==> config.mk <==
export PLATFORM = sky130hd
export DESIGN_NAME = cpcr_sqrt
export DESIGN_NICKNAME = d
export VERILOG_FILES = /design/src/hw/rtl/cpcr_pkg.sv /design/src/hw/rtl/cpcr_sqrt.sv
export SDC_FILE = /design/constraint.sdc
export NUM_CORES = 2
export LEC_CHECK = 0
export BUFFER_PORTS_ARGS = -buffer_cell sky130_fd_sc_hd__clkbuf_2
export CORE_ASPECT_RATIO = 0.9
export CORE_MARGIN = 4
export CORE_UTILIZATION = 60
export CTS_CLUSTER_DIAMETER = 100
export DETAILED_ROUTE_END_ITERATION = 12
export PLACE_DENSITY = 0.81
export REMOVE_ABC_BUFFERS = 1
export SLEW_MARGIN = 0
export SYNTH_ARGS = -nofsm -noshare
export SYNTH_HDL_FRONTEND = slang
export SYNTH_MEMORY_MAX_BITS = 65536
export SYNTH_SLANG_ARGS = --single-unit
export TNS_END_PERCENT = 50
==> constraint.sdc <==
create_clock -name i_clk -period 6.4 [get_ports i_clk]
set_input_delay 0.64 -clock i_clk [delete_from_list [all_inputs] [get_ports i_clk]]
set_output_delay 0.64 -clock i_clk [all_outputs]
set_load 0.05 [all_outputs]
==> src/hw/rtl/cpcr_pkg.sv <==
// ----------------------------------------------------------------------------
// cpcr_pkg
// Shared types and constants for the circle pair collision resolve core.
// ----------------------------------------------------------------------------
package cpcr_pkg;

    localparam int SQRT_STAGES = 32;
    localparam int DIV_STAGES  = 33;
    localparam int ST_SQRT_IN  = 3;
    localparam int ST_MATH     = ST_SQRT_IN + SQRT_STAGES;
    localparam int ST_DIV_IN   = ST_MATH + 6;
    localparam int ST_DIV_OUT  = ST_DIV_IN + DIV_STAGES;
    localparam int ST_OUT      = ST_DIV_OUT + 1;

    localparam logic [16:0] COEF_ONE   = 17'd65536;
    localparam logic [16:0] SHARE_HALF = 17'd32768;
    localparam logic [16:0] COEF_RESET = 17'd49152;

    typedef struct packed {
        logic signed [31:0] x1;
        logic signed [31:0] y1;
        logic signed [31:0] x2;
        logic signed [31:0] y2;
        logic [31:0]        ax;
        logic [31:0]        ay;
        logic               nx;
        logic               ny;
        logic [31:0]        sum;
        logic               pin1;
        logic               pin2;
        logic               go;
        logic               tz;
        logic               hit;
        logic [31:0]        span;
    } t_side;

endpackage

==> src/hw/rtl/cpcr_sqrt.sv <==
// ----------------------------------------------------------------------------
// cpcr_sqrt
// Pipelined integer square root, one result bit per stage.
// ----------------------------------------------------------------------------
module cpcr_sqrt (
    input  logic        i_clk,
    input  logic        i_en,
    input  logic [63:0] i_val,
    output logic [31:0] o_root
);

    logic [33:0] r_rem  [0:cpcr_pkg::SQRT_STAGES-1];
    logic [31:0] r_root [0:cpcr_pkg::SQRT_STAGES-1];
    logic [63:0] r_val  [0:cpcr_pkg::SQRT_STAGES-1];
    logic [33:0] n_rem  [0:cpcr_pkg::SQRT_STAGES-1];
    logic [31:0] n_root [0:cpcr_pkg::SQRT_STAGES-1];
    logic [63:0] n_val  [0:cpcr_pkg::SQRT_STAGES-1];

    always_comb begin
        logic [33:0] rem;
        logic [31:0] root;
        logic [63:0] val;
        logic [35:0] t;
        logic [35:0] trial;
        logic        ge;
        for (int i = 0; i < cpcr_pkg::SQRT_STAGES; i++) begin
            if (i == 0) begin
                rem  = '0;
                root = '0;
                val  = i_val;
            end else begin
                rem  = r_rem[i-1];
                root = r_root[i-1];
                val  = r_val[i-1];
            end
            t         = {rem, val[63:62]};
            trial     = {2'b00, root, 2'b01};
            ge        = (t >= trial);
            n_rem[i]  = ge ? 34'(t - trial) : t[33:0];
            n_root[i] = {root[30:0], ge};
            n_val[i]  = {val[61:0], 2'b00};
        end
    end

    always_ff @(posedge i_clk) begin
        if (i_en) begin
            for (int i = 0; i < cpcr_pkg::SQRT_STAGES; i++) begin
                r_rem[i]  <= n_rem[i];
                r_root[i] <= n_root[i];
                r_val[i]  <= n_val[i];
            end
        end
    end

    assign o_root = r_root[cpcr_pkg::SQRT_STAGES-1];

endmodule

==> impl_metrics.py <==
metrics = {
    "status": {
        "status": "completed",
    },
    "yosys": {
        "synthTopCellsByCount": "2523 x edfxtp_1, 706 x inv_1, 648 x a21oi_1",
        "yosysMostFrequentCell": "edfxtp_1",
        "synth_edf_count": 2523,
        "ys_ff_latch": 2523,
        "yosys-top-cells-area": "edfxtp_1 64%, ha_1 6.0%, xnor2_1 3.2%, xor2_1 3.1%, a21oi_1 2.8%",
        "ys_warn_count": 0,
        "avgSynthCellArea_um2": 12.9,
        "async_flop_share": 0,
        "yosys_most_used_dff": "edfxtp_1",
        "syn_inst": 9163,
        "ys_types": 90,
        "yosys.area.top_type": "edfxtp_1",
        "synth_area_um2": 118000,
        "synth_top_area_frac": 0.643,
        "yosysSeqAreaShare": 0.643,
    },
    "power_and_ir_drop": {
        "power_frac_seq": 0.479,
        "vdd_drop_max_v": 0.000284,
        "switching_share": 0.285,
        "p_int_w": 0.0332,
        "power_per_cell_area_nw_per_um2": 356,
        "pwr-share-clk": 0.314,
        "p_leak_nw": 49.9,
        "switchingPower_w": 0.0132,
        "combPwrFrac": 0.207,
    },
    "sta": {
        "max_slew.worst_pin.slew_ns": 1.18,
        "max_freq_mhz": 238,
        "skew_ns": 0.102,
        "fin_hold_ws_ns": 0.326,
        "setup_violations": 0,
        "grt_setup_unrepaired": "no",
        "drv_slew": 0,
        "fin_crit_sh": 0.657,
        "min_period_ns": 4.21,
        "slew_headroom": 0.216,
        "setup_tns_ns": 0,
        "hold_viol_final": 0,
    },
    "worst_setup_path": {
        "worst_path_largest_cell_delay_ns": 0.87,
        "crit_buf_inv": 0,
        "critical_path_required_ns": 7.04,
        "start_kind": "flip-flop",
        "slowest_stage": "or4_1",
        "cp_max_fo": 20,
        "crit_chain": "or4_1 -> or3_4 -> or4_1 -> or3_1 -> or4_1 -> or3b_1 -> or2_1 -> nor3_1 -> xor2_1",
        "crit_type": "reg2reg",
        "arrival_ns": 4.85,
        "crit_top_cell": "or4_1",
        "cp-end-kind": "flip-flop",
        "crit_family": "simple AND/OR/NAND/NOR gates",
    },
    "drt": {
        "wl_per_cell_um": 19.5,
        "drt_drc_violations_left": 0,
        "drt_iter0_drc": 6463,
        "drtPass1Iterations": 6,
        "avgViaCountPerCell": 5.88,
        "vias": 71800,
        "wl_um": 239000,
        "postRouteAntennaNets": 0,
    },
    "finish": {
        "synthToLayoutAreaGrowth_pct": 10.7,
        "finalInstanceArea_um2": 130000,
        "fin_nets": 10100,
        "drive_gt1_frac": 0.0740,
        "fin_util": 0.667,
    },
    "die": {
        "die_y_um": 428,
        "die_w_um": 475,
        "row_count": 154,
        "ios": 98,
        "coreArea_um2": 196000,
        "initial_core_util": 0.603,
        "dieArea_um2": 204000,
    },
    "place": {
        "hpwlAfterDp_um": 167000,
        "io_buffers": 97,
        "place_area_um2": 122000,
        "gp_congestion": 0.936,
    },
    "global_route": {
        "grt_pass1_vias": 70500,
        "gr-usage-all-layers": 0.232,
        "grt_pass1_wl_um": 380000,
        "grt_max_degree": 208,
        "grt_overflow": 0,
        "antenna_found_initial": 1,
    },
    "min_path": {
        "hp-class": "in2reg",
    },
    "run": {
        "cap_violations": 0,
    },
    "cts": {
        "ctsHoldBuffers": 65,
        "clk_latency_ns": 0.89,
        "cts.sinks": 2523,
        "cts_tree": "done",
        "tritoncts.num_buffers": 240,
        "root_buffer": "clkbuf_16",
        "postCtsSetupBuffers": 0,
        "clkTransAtPathRegs_ns": 0.06,
        "cts_buffer_depth": 3,
        "cts_resized": 0,
        "htree_levels": 4,
    },
}
-- placed cells by master (no fill, tap or decap), drive strengths merged, types with 93 or more instances in the layout --
master / count
nand2: 580
nor3: 233
a21o: 209
ha: 562
nand4: 101
nor4: 117
o21a: 93
edfxtp: 2523
o21ai: 393
xor2: 422
nand2b: 120
clkinv: 114
nor2: 647
clkbuf: 364
or3: 99
xnor2: 426
inv: 723
nand3: 171
a21oi: 648
-- power by group through the flow --
stage | combinational, W | clock [W] | sequential (W)
after global routing | 0.0107 | 0.0157 | 0.0224
final | 0.00962 | 0.0146 | 0.0222
after detailed placement | 0.00942 | 0 | 0.0226
after CTS | 0.00955 | 0.0149 | 0.0222
after floorplan | 0.00700 | 0 | 0.0220
after global placement | 0.00923 | 0 | 0.0225
-- state kept, by name, summed over array words and instances (netlist names) --
name    cells
r_rem    1003
r_root    528
r_val     992
-- kinds of logic (layout without fill, tap and decap cells) --
group | after synthesis | after routing | share of synthesized area
xor+xnor | 848 | 848 | 0.0630
other cells | 1 | 3 | 0.0000318
buf+inv | 905 | 1380 | 0.0292
simple gates | 2413 | 2413 | 0.101
fa+ha+maj | 562 | 562 | 0.0597
flops | 2523 | 2523 | 0.643
compound gates | 1818 | 1818 | 0.0958
mux | 93 | 93 | 0.00881
-- path summary, 6_finish.rpt --
| check | start | endpoint | slack, ns | cells past startpoint |
|---|---|---|---|---|
| setup / recovery | r_rem[0][260]$_DFFE_PP_ | r_rem[0][296]$_DFFE_PP_ | 2.19 | 9 |
| hold / removal | i_en | r_val[0][41]$_DFFE_PP_ | 0.33 | 1 |
| setup reg to reg | r_rem[0][260]$_DFFE_PP_ | r_rem[0][296]$_DFFE_PP_ | 2.19 | 9 |
| hold reg to reg | r_val[0][200]$_DFFE_PP_ | r_val[0][264]$_DFFE_PP_ | 0.37 | 0 |
-- stage by stage --
step	cells	worst slack, ns	power, W
5_1_grt	12200	1.96	0.0488
3_5_place_dp	11700	2.24	0.0320
6_report	12200	2.19	0.0464
4_1_cts	12200	2.22	0.0467
3_3_place_gp	11700	2.24	0.0317
2_1_floorplan	8967	-0.536	0.0290
-- layout make-up --
class / count / area, µm²
antenna: 2 / 5.00
clock buffer: 268 / 6110
clock inverter: 180 / 2140
fill: 13400 / 65100
inverter: 709 / 2660
multi-input combinational: 5735 / 38800
sequential: 2523 / 75800
tap: 2574 / 3220
timing repair buffer: 223 / 1810
-- layer usage --
metal	GRT usage	wire, µm	part of all wire
met2	0.396	118000	0.50
met3	0.0311	11600	0.049
met5	0	0	0
met1	0.312	102000	0.43
met4	0.0687	6820	0.029
Power figures use the tool's default switching activity.
